**config.mk**
```make
export PLATFORM = sky130hd
export DESIGN_NAME = lottery_ticket_scheduler_core_flat
export DESIGN_NICKNAME = d
export VERILOG_FILES = /design/src/hw/rtl/lts_pkg.sv /design/src/hw/rtl/lts_if.sv /design/src/hw/rtl/lts_ram.sv /design/src/hw/rtl/lottery_ticket_scheduler_core.sv /design/src/flat_wrapper.sv
export VERILOG_INCLUDE_DIRS = /design/src /design/src/hw/rtl
export SDC_FILE = /design/constraint.sdc
export NUM_CORES = 2
export LEC_CHECK = 0
export ABC_AREA = 0
export ABC_CLOCK_PERIOD_IN_PS = 4800
export BUFFER_PORTS_ARGS = -buffer_cell sky130_fd_sc_hd__buf_2
export CAP_MARGIN = 20
export CORE_ASPECT_RATIO = 1.75
export CORE_MARGIN = 8
export CORE_UTILIZATION = 45
export CTS_CLUSTER_DIAMETER = 80
export DETAILED_ROUTE_END_ITERATION = 12
export GPL_ROUTABILITY_DRIVEN = 0
export PLACE_DENSITY = 0.66
export SLEW_MARGIN = 20
export SYNTH_ARGS = -nofsm -noshare
export SYNTH_HDL_FRONTEND = slang
export SYNTH_SLANG_ARGS = --single-unit
```
**constraint.sdc**
```tcl
create_clock -name clk_i -period 4.8 [get_ports clk_i]
set_clock_uncertainty 0.2 [all_clocks]
set_input_delay 0.96 -clock clk_i [delete_from_list [all_inputs] [get_ports clk_i]]
set_output_delay 0.96 -clock clk_i [all_outputs]
set_load 0.05 [all_outputs]
```
**src/hw/rtl/lottery_ticket_scheduler_core_defines.svh**
```systemverilog
// Assertion macros for the lottery ticket scheduler
`ifndef LOTTERY_TICKET_SCHEDULER_CORE_DEFINES_SVH
`define LOTTERY_TICKET_SCHEDULER_CORE_DEFINES_SVH
`ifndef SYNTHESIS
// Clocked check, disabled while reset is asserted
`define LTS_ASSERT(label, prop, msg) \
  label: assert property (@(posedge clk_i) disable iff (!rst_ni) (prop)) else $error(msg);
// Clocked check that also holds during reset
`define LTS_ASSERT_ALWAYS(label, prop, msg) \
  label: assert property (@(posedge clk_i) (prop)) else $error(msg);
`else
`define LTS_ASSERT(label, prop, msg)
`define LTS_ASSERT_ALWAYS(label, prop, msg)
`endif
`endif

```
**src/hw/rtl/lts_pkg.sv**
```systemverilog
// Shared widths, codes and state type of the lottery ticket scheduler
package lts_pkg;

  localparam int OWNER_W  = 8;
  localparam int TICKET_W = 16;
  localparam int RAND_W   = 32;
  localparam int STATUS_W = 2;
  localparam int BIT_W    = $clog2(RAND_W);
  localparam int ENTRY_W  = TICKET_W + OWNER_W;

  // Operation codes
  localparam logic OP_ALLOC = 1'b0;
  localparam logic OP_DRAW  = 1'b1;

  // Result status codes
  localparam logic [STATUS_W-1:0] STS_OK    = 2'd0;
  localparam logic [STATUS_W-1:0] STS_DUP   = 2'd1;
  localparam logic [STATUS_W-1:0] STS_FULL  = 2'd2;
  localparam logic [STATUS_W-1:0] STS_EMPTY = 2'd3;

  // Sequencer states
  typedef enum logic [5:0] {
    S_IDLE   = 6'b000001,
    S_SEARCH = 6'b000010,
    S_DIVIDE = 6'b000100,
    S_READ   = 6'b001000,
    S_LOAD   = 6'b010000,
    S_DONE   = 6'b100000
  } state_e;

endpackage

```
**src/hw/rtl/lts_if.sv**
```systemverilog
// Request and result channel interfaces of the lottery ticket scheduler
interface lts_in_if import lts_pkg::*; ();
  logic                valid;
  logic                ready;
  logic                operation;
  logic [OWNER_W-1:0]  owner_id;
  logic [TICKET_W-1:0] ticket;
  logic [RAND_W-1:0]   random_word;

  modport source (output valid, operation, owner_id, ticket, random_word, input ready);
  modport sink   (input valid, operation, owner_id, ticket, random_word, output ready);
endinterface

interface lts_out_if import lts_pkg::*; ();
  logic                valid;
  logic                ready;
  logic [STATUS_W-1:0] status;
  logic [TICKET_W-1:0] winning_ticket;
  logic [OWNER_W-1:0]  winner_id;

  modport source (output valid, status, winning_ticket, winner_id, input ready);
  modport sink   (input valid, status, winning_ticket, winner_id, output ready);
endinterface

```
**src/hw/rtl/lts_ram.sv**
```systemverilog
// Generic single-write, single-read RAM with registered read data
module lts_ram #(
  parameter int WIDTH = 24,
  parameter int DEPTH = 64
) (
  input  logic                                   clk_i,
  input  logic                                   we_i,
  input  logic [((DEPTH > 1) ? $clog2(DEPTH) : 1)-1:0] waddr_i,
  input  logic [WIDTH-1:0]                       wdata_i,
  input  logic [((DEPTH > 1) ? $clog2(DEPTH) : 1)-1:0] raddr_i,
  output logic [WIDTH-1:0]                       rdata_o
);

  logic [WIDTH-1:0] mem [DEPTH];

  // Write port and registered read port
  always_ff @(posedge clk_i) begin
    if (we_i) begin
      mem[waddr_i] <= wdata_i;
    end
    rdata_o <= mem[raddr_i];
  end

endmodule

```
**src/hw/rtl/lottery_ticket_scheduler_core.sv**
```systemverilog
// Top level of the lottery ticket scheduler: sequencer around the ticket RAM
//
// in_i carries requests: operation 0 allocates ticket to owner_id, operation 1
// draws a winner using random_word. out_o returns exactly one result per
// request: status, and on a successful draw the winning ticket and owner.
// Tickets and owners live in one RAM, TABLE_DEPTH entries of {ticket, owner}.
// One request is worked on at a time; in_i.ready is high while the sequencer
// is idle, also while a finished result still waits in the output register.
// Allocate: the duplicate search reads one stored entry per cycle from the
// RAM. Draw: random_word mod count is found by a restoring divider, one
// quotient bit per cycle, then one RAM read; on an empty table the draw
// returns the empty status without dividing. The next request is accepted
// in the cycle after the result is loaded.
// A stalled receiver holds the result in the output register; the
// next request may be accepted and worked on, and its result waits until
// the register frees. Reset empties the table (count to zero) and clears
// pending results; no clearing pass over the RAM is needed.
`include "lottery_ticket_scheduler_core_defines.svh"

module lottery_ticket_scheduler_core import lts_pkg::*; #(
  parameter int TABLE_DEPTH = 64
) (
  input  logic clk_i,
  input  logic rst_ni,
  lts_in_if.sink    in_i,
  lts_out_if.source out_o
);

  localparam int IDX_W = (TABLE_DEPTH > 1) ? $clog2(TABLE_DEPTH) : 1;
  localparam int CNT_W = $clog2(TABLE_DEPTH + 1);
  localparam logic [CNT_W-1:0] FULL_CNT = CNT_W'(TABLE_DEPTH);

  state_e              state_q, state_d;
  logic [CNT_W-1:0]    count_q, count_d;
  logic [CNT_W-1:0]    issue_q, issue_d;
  logic                pend_q, pend_d;
  logic                out_valid_q, out_valid_d;
  logic [OWNER_W-1:0]  owner_q, owner_d;
  logic [TICKET_W-1:0] ticket_q, ticket_d;
  logic [RAND_W-1:0]   rand_q, rand_d;
  logic [CNT_W-1:0]    rem_q, rem_d;
  logic [BIT_W-1:0]    bit_q, bit_d;
  logic [STATUS_W-1:0] res_status_q, res_status_d;
  logic [TICKET_W-1:0] res_ticket_q, res_ticket_d;
  logic [OWNER_W-1:0]  res_owner_q, res_owner_d;
  logic [STATUS_W-1:0] out_status_q, out_status_d;
  logic [TICKET_W-1:0] out_ticket_q, out_ticket_d;
  logic [OWNER_W-1:0]  out_owner_q, out_owner_d;

  logic               ram_we;
  logic [IDX_W-1:0]   ram_raddr;
  logic [ENTRY_W-1:0] ram_rdata;
  logic               hit;
  logic [CNT_W:0]     div_t;
  logic               div_ge;
  logic [CNT_W-1:0]   div_r;

  lts_ram #(
    .WIDTH (ENTRY_W),
    .DEPTH (TABLE_DEPTH)
  ) u_ram (
    .clk_i   (clk_i),
    .we_i    (ram_we),
    .waddr_i (count_q[IDX_W-1:0]),
    .wdata_i ({ticket_q, owner_q}),
    .raddr_i (ram_raddr),
    .rdata_o (ram_rdata)
  );

  // Compare of the entry read in the previous search cycle
  assign hit = pend_q && (ram_rdata[ENTRY_W-1:OWNER_W] == ticket_q);

  // One restoring division step: shift in the next dividend bit
  assign div_t  = {rem_q, rand_q[RAND_W-1]};
  assign div_ge = div_t >= {1'b0, count_q};
  assign div_r  = div_ge ? CNT_W'(div_t - {1'b0, count_q}) : div_t[CNT_W-1:0];

  assign in_i.ready           = (state_q == S_IDLE);
  assign out_o.valid          = out_valid_q;
  assign out_o.status         = out_status_q;
  assign out_o.winning_ticket = out_ticket_q;
  assign out_o.winner_id      = out_owner_q;

  // Sequencer
  always_comb begin
    state_d      = state_q;
    count_d      = count_q;
    issue_d      = issue_q;
    pend_d       = 1'b0;
    owner_d      = owner_q;
    ticket_d     = ticket_q;
    rand_d       = rand_q;
    rem_d        = rem_q;
    bit_d        = bit_q;
    res_status_d = res_status_q;
    res_ticket_d = res_ticket_q;
    res_owner_d  = res_owner_q;
    out_valid_d  = out_valid_q && !out_o.ready;
    out_status_d = out_status_q;
    out_ticket_d = out_ticket_q;
    out_owner_d  = out_owner_q;
    ram_we       = 1'b0;
    ram_raddr    = issue_q[IDX_W-1:0];

    unique case (state_q)
      S_IDLE: begin
        if (in_i.valid) begin
          owner_d      = in_i.owner_id;
          ticket_d     = in_i.ticket;
          rand_d       = in_i.random_word;
          issue_d      = '0;
          rem_d        = '0;
          bit_d        = '0;
          res_ticket_d = '0;
          res_owner_d  = '0;
          if (in_i.operation == OP_ALLOC) begin
            state_d = S_SEARCH;
          end else if (count_q == '0) begin
            res_status_d = STS_EMPTY;
            state_d      = S_DONE;
          end else begin
            state_d = S_DIVIDE;
          end
        end
      end
      S_SEARCH: begin
        if (hit) begin
          res_status_d = STS_DUP;
          state_d      = S_DONE;
        end else if (issue_q != count_q) begin
          // read the next stored entry
          issue_d = issue_q + 1'b1;
          pend_d  = 1'b1;
        end else if (count_q == FULL_CNT) begin
          res_status_d = STS_FULL;
          state_d      = S_DONE;
        end else begin
          // no duplicate: append at the end of the table
          ram_we       = 1'b1;
          count_d      = count_q + 1'b1;
          res_status_d = STS_OK;
          state_d      = S_DONE;
        end
      end
      S_DIVIDE: begin
        rem_d  = div_r;
        rand_d = rand_q << 1;
        bit_d  = bit_q + 1'b1;
        if (bit_q == BIT_W'(RAND_W - 1)) begin
          state_d = S_READ;
        end
      end
      S_READ: begin
        ram_raddr = rem_q[IDX_W-1:0];
        state_d   = S_LOAD;
      end
      S_LOAD: begin
        res_status_d = STS_OK;
        res_ticket_d = ram_rdata[ENTRY_W-1:OWNER_W];
        res_owner_d  = ram_rdata[OWNER_W-1:0];
        state_d      = S_DONE;
      end
      S_DONE: begin
        if (!out_valid_q || out_o.ready) begin
          out_valid_d  = 1'b1;
          out_status_d = res_status_q;
          out_ticket_d = res_ticket_q;
          out_owner_d  = res_owner_q;
          state_d      = S_IDLE;
        end
      end
      default: begin
        state_d = S_IDLE;
      end
    endcase
  end

  // Control registers
  always_ff @(posedge clk_i or negedge rst_ni) begin
    if (!rst_ni) begin
      state_q     <= S_IDLE;
      count_q     <= '0;
      issue_q     <= '0;
      pend_q      <= 1'b0;
      out_valid_q <= 1'b0;
    end else begin
      state_q     <= state_d;
      count_q     <= count_d;
      issue_q     <= issue_d;
      pend_q      <= pend_d;
      out_valid_q <= out_valid_d;
    end
  end

  // Payload registers
  always_ff @(posedge clk_i) begin
    owner_q      <= owner_d;
    ticket_q     <= ticket_d;
    rand_q       <= rand_d;
    rem_q        <= rem_d;
    bit_q        <= bit_d;
    res_status_q <= res_status_d;
    res_ticket_q <= res_ticket_d;
    res_owner_q  <= res_owner_d;
    out_status_q <= out_status_d;
    out_ticket_q <= out_ticket_d;
    out_owner_q  <= out_owner_d;
  end

  // Checks
  `LTS_ASSERT_ALWAYS(a_count_bound, !rst_ni || (count_q <= FULL_CNT), "ticket count above table depth")
  `LTS_ASSERT(a_write_not_full, ram_we |-> (count_q != FULL_CNT), "write into a full table")
  `LTS_ASSERT(a_count_step, ram_we |=> (count_q == $past(count_q) + 1'b1), "count not stepped on append")
  `LTS_ASSERT(a_search_bound, (pend_q && state_q == S_SEARCH) |-> (issue_q <= count_q), "search beyond stored entries")

endmodule

```
**src/flat_wrapper.sv**
```systemverilog
// flat-port wrapper written by rule: the top's interface ports become plain ports
module lottery_ticket_scheduler_core_flat import lts_pkg::*;
#(
  parameter int TABLE_DEPTH = 64
)
  (clk_i, rst_ni, in_i_valid, in_i_operation, in_i_owner_id, in_i_ticket, in_i_random_word, in_i_ready, out_o_valid, out_o_status, out_o_winning_ticket, out_o_winner_id, out_o_ready);
  lts_in_if in_i_i ();
  lts_out_if out_o_i ();
  input  logic clk_i;
  input  logic rst_ni;
  input wire logic [$bits(in_i_i.valid)-1:0] in_i_valid;
  input wire logic [$bits(in_i_i.operation)-1:0] in_i_operation;
  input wire logic [$bits(in_i_i.owner_id)-1:0] in_i_owner_id;
  input wire logic [$bits(in_i_i.ticket)-1:0] in_i_ticket;
  input wire logic [$bits(in_i_i.random_word)-1:0] in_i_random_word;
  output wire logic [$bits(in_i_i.ready)-1:0] in_i_ready;
  output wire logic [$bits(out_o_i.valid)-1:0] out_o_valid;
  output wire logic [$bits(out_o_i.status)-1:0] out_o_status;
  output wire logic [$bits(out_o_i.winning_ticket)-1:0] out_o_winning_ticket;
  output wire logic [$bits(out_o_i.winner_id)-1:0] out_o_winner_id;
  input wire logic [$bits(out_o_i.ready)-1:0] out_o_ready;
  assign in_i_i.valid = in_i_valid;
  assign in_i_i.operation = in_i_operation;
  assign in_i_i.owner_id = in_i_owner_id;
  assign in_i_i.ticket = in_i_ticket;
  assign in_i_i.random_word = in_i_random_word;
  assign in_i_ready = in_i_i.ready;
  assign out_o_valid = out_o_i.valid;
  assign out_o_status = out_o_i.status;
  assign out_o_winning_ticket = out_o_i.winning_ticket;
  assign out_o_winner_id = out_o_i.winner_id;
  assign out_o_i.ready = out_o_ready;
  lottery_ticket_scheduler_core #(.TABLE_DEPTH(TABLE_DEPTH)) u_core (.clk_i(clk_i), .rst_ni(rst_ni), .in_i(in_i_i), .out_o(out_o_i));
endmodule
```
==> out/metrics.yaml <==
status: "finished, final reports clean"
syn_area_per_cell_um2: 14.9
synth_seq_cells: 1702
port_buffers: 88
synth_area_leaders: "edfxtp_1, mux2i_1, nand2_1"
overflow: 0
initialDrtViolationCount: 5954
die_area_um2: 167000
avgRoutedWirePerCell_um: 32.7
nets: 4825
cp_slowest_stage_delay_ns: 0.79
power_density_nw_per_um2: 449
die_w_um: 312
worstPathCellList: "or4_1 > buf_4 > o21ai_1 > and2_4 > buf_12 > buf_4 > a211oi_1 > nor3_1 > a211o_1 > o2111a_1"
num_vias: 44900
io_pins: 89
grt_max_degree: 177
dpl.hpwl_um: 140000
path_common_cell: "buf_4"
dp_slack_ns: 0.488
synth_most_common_cell: "edfxtp_1"
antenna_found_initial: 15
setup_viol: 0
crit_end: "u_core.u_ram.rdata_o[18]"
fin_ws_ns: 0.463
synth_top_area_share_pct: 71.9
finalWirelength_um: 225000
crit_type: "register to register"
finalHoldViolCount: 0
synth_flop_cell: "edfxtp_1"
fmax_mhz: 231
grt_pass1_vias: 43700
ys_warn_count: 0
num_rows: 190
start_util_pct: 45.2
max_slew_margin_pct: 18.5
cts_buffers: 147
whs_ns: 0.172
hold_depth: 1
period_share_pct: 90.4
grt_usage_pct: 26.0
end_kind: "register"
ant_nets: 0
worst_pin_slew_ns: 1.19
rsz0062_at_grt: "no"
post-route-util_pct: 50.8
synth_cells: 4635
clockBufferDepth: 3
crit_family: "simple AND/OR/NAND/NOR gates"
reg2reg_depth: 10
drv_cap: 0
core-area_um2: 153000
cp_data_required_time_ns: 5.33
cts.clk_slew.worst_paths_ns: 0.07
slew_violations: 0
async_flop_share_pct: 1.29
holdCritPathClass: "input port to register"
ctsHtreeMaxLevel: 4
yosysUniqueCellTypes: 78
r2r_start: "u_core.state_q[1]"
first_pass_iters: 6
power.leakage_nw: 24.6
synth_common_cells: "edfxtp_1, nand2_1, nor2_1, nand3_1, mux2i_1"
clk_latency_ns: 0.79
cts.repair.resized: 0
reg2reg_to: "u_core.u_ram.rdata_o[18]"
tns_ns: 0
cts_root_buffer: "clkbuf_16"
area_delta_synth_final_pct: 12.3
synth_enable_flop_cells: 1656
startpoint: "u_core.state_q[1]"
die_y_um: 535
path_max_fanout: 49
reg2reg_slack_ns: 0.46
cp_data_arrival_time_ns: 4.87
fillCellCount: 12500
path_buf_inv: 3
via_per_inst: 6.52
synth_fp_nets: 4709
hold_buffers: 1
period_needed_ns: 4.34
cp_num_cells: 10
syn_area_um2: 69100
post_route_cells_drive_above_1_share_pct: 14.2
grt_pass1_wl_um: 316000
tritoncts: "built"
cts_setup_buffers: 0
startpoint_type: "register"
synth_area_leader_cell: "edfxtp_1"
worst_path_max_delay_cell: "and2_4"
yosysSeqAreaShare_pct: 73.4
drc: 0
clock_sinks: 1702
ir_worst_vdd_mv: 0.364
==> state kept, by name, summed over array words and instances (netlist names), 6 cells and up <==
signal,flops
u_core.u_ram.mem,1536
u_core.rand_q,32
u_core.u_ram.rdata_o,24
u_core.out_o.winning_ticket,16
u_core.res_ticket_q,16
u_core.ticket_q,16
u_core.out_o.winner_id,8
u_core.owner_q,8
u_core.res_owner_q,8
u_core.count_q,7
u_core.issue_q,7
u_core.rem_q,7
u_core.state_q,6
==> logic make-up (layout without fill, tap and decap cells) <==
logic type,count (synthesis),in the layout,synth area share (%)
buffers and inverters,375,604,2.39
flip-flops,1702,1702,73.4
adder cells (fa/ha/maj),13,13,0.246
multiplexers,277,277,4.14
XOR/XNOR,34,34,0.431
AO/OA/AOI/OAI,1121,1121,11.9
other,0,8,0
AND/OR/NAND/NOR,1113,1113,7.44
==> layer usage <==
layer,up-vias,share of wire [%],GRT usage [%]
li1,18700,-,-
met1,22500,32,28.7
met2,2897,49,44.2
met3,776,9.4,5.00
met4,10,9.4,20.0
met5,-,0.025,0
==> power by group <==
part | total, W | internal (W) | switching [W]
Sequential | 0.0181 | 0.0177 | 0.000359
Clock | 0.0117 | 0.00631 | 0.00534
Combinational | 0.00514 | 0.00125 | 0.00389
Total | 0.0348 | 0.0253 | 0.00959
==> area by class of cell <==
type | instances | area [um^2] | share of cell area [%]
flip-flops and latches | 1702 | 50800 | 65.4
clock buffers | 180 | 3880 | 5.00
well taps | 2016 | 2520 | 3.25
inverters | 23 | 86.3 | 0.111
multi-input cells | 2558 | 17100 | 22.0
clock inverters | 82 | 703 | 0.906
repair buffers | 319 | 2540 | 3.27
diodes | 8 | 20.0 | 0.0258
==> metrics by stage <==
stage / area (um^2) / instances / power, W
finish: 77600 / 6888 / 0.0348
global route: 77600 / 6881 / 0.0356
CTS: 77600 / 6880 / 0.0348
detailed placement: 73000 / 6617 / 0.0234
global placement: 73000 / 6617 / 0.0232
floorplan: 69100 / 4635 / 0.0210
==> worst min path at each step <==
| stage | startpoint | to | slack [ns] |
|---|---|---|---|
| 2_1_floorplan | u_core.res_status_q[0] | u_core.out_o.status[0] | 0.20 |
| 3_3_place_gp | u_core.res_ticket_q[12] | u_core.out_o.winning_ticket[12] | 0.20 |
| 3_5_place_dp | u_core.res_owner_q[3] | u_core.out_o.winner_id[3] | 0.20 |
| 4_1_cts | in_i_owner_id[4] | u_core.owner_q[4] | 0.12 |
| 5_1_grt | in_i_ticket[10] | u_core.ticket_q[10] | 0.15 |
| 6_report | in_i_owner_id[4] | u_core.owner_q[4] | 0.17 |
==> worst register-to-register path: cells and delay by family, from the launching register on <==
| family | cells | cell delay, ns |
|---|---|---|
| buffers and inverters | 3 | 0.80 |
| AO/OA/AOI/OAI | 4 | 0.86 |
| AND/OR/NAND/NOR | 3 | 1.97 |
| flip-flops | 1 | 0.47 |
==> cells in the final DEF, fill, tap and decap left out, types with 22 or more instances in the layout <==
master        n
a211o_1      40
a211oi_1    145
a21oi_1     148
a221o_1      30
a221oi_1     62
a311o_1      31
a31oi_1      49
a32o_1       25
a32oi_1      24
and2_1       25
and3_1       53
buf_12       29
buf_2        88
buf_4       201
clkbuf_1     27
clkbuf_16   149
clkinv_1     28
clkinv_2     27
dfxtp_1      24
edfxtp_1   1656
inv_1        22
mux2_2       51
mux2i_1     223
nand2_1     336
nand3_1     253
nor2_1      194
nor2_2       64
nor3_1       48
o2111a_1     23
o211ai_1     55
o21ai_0     175
o221ai_1    110
o22a_1       48
o22ai_1      51
o31ai_1      26
or3_1        63
Power figures use the tool's default switching activity.
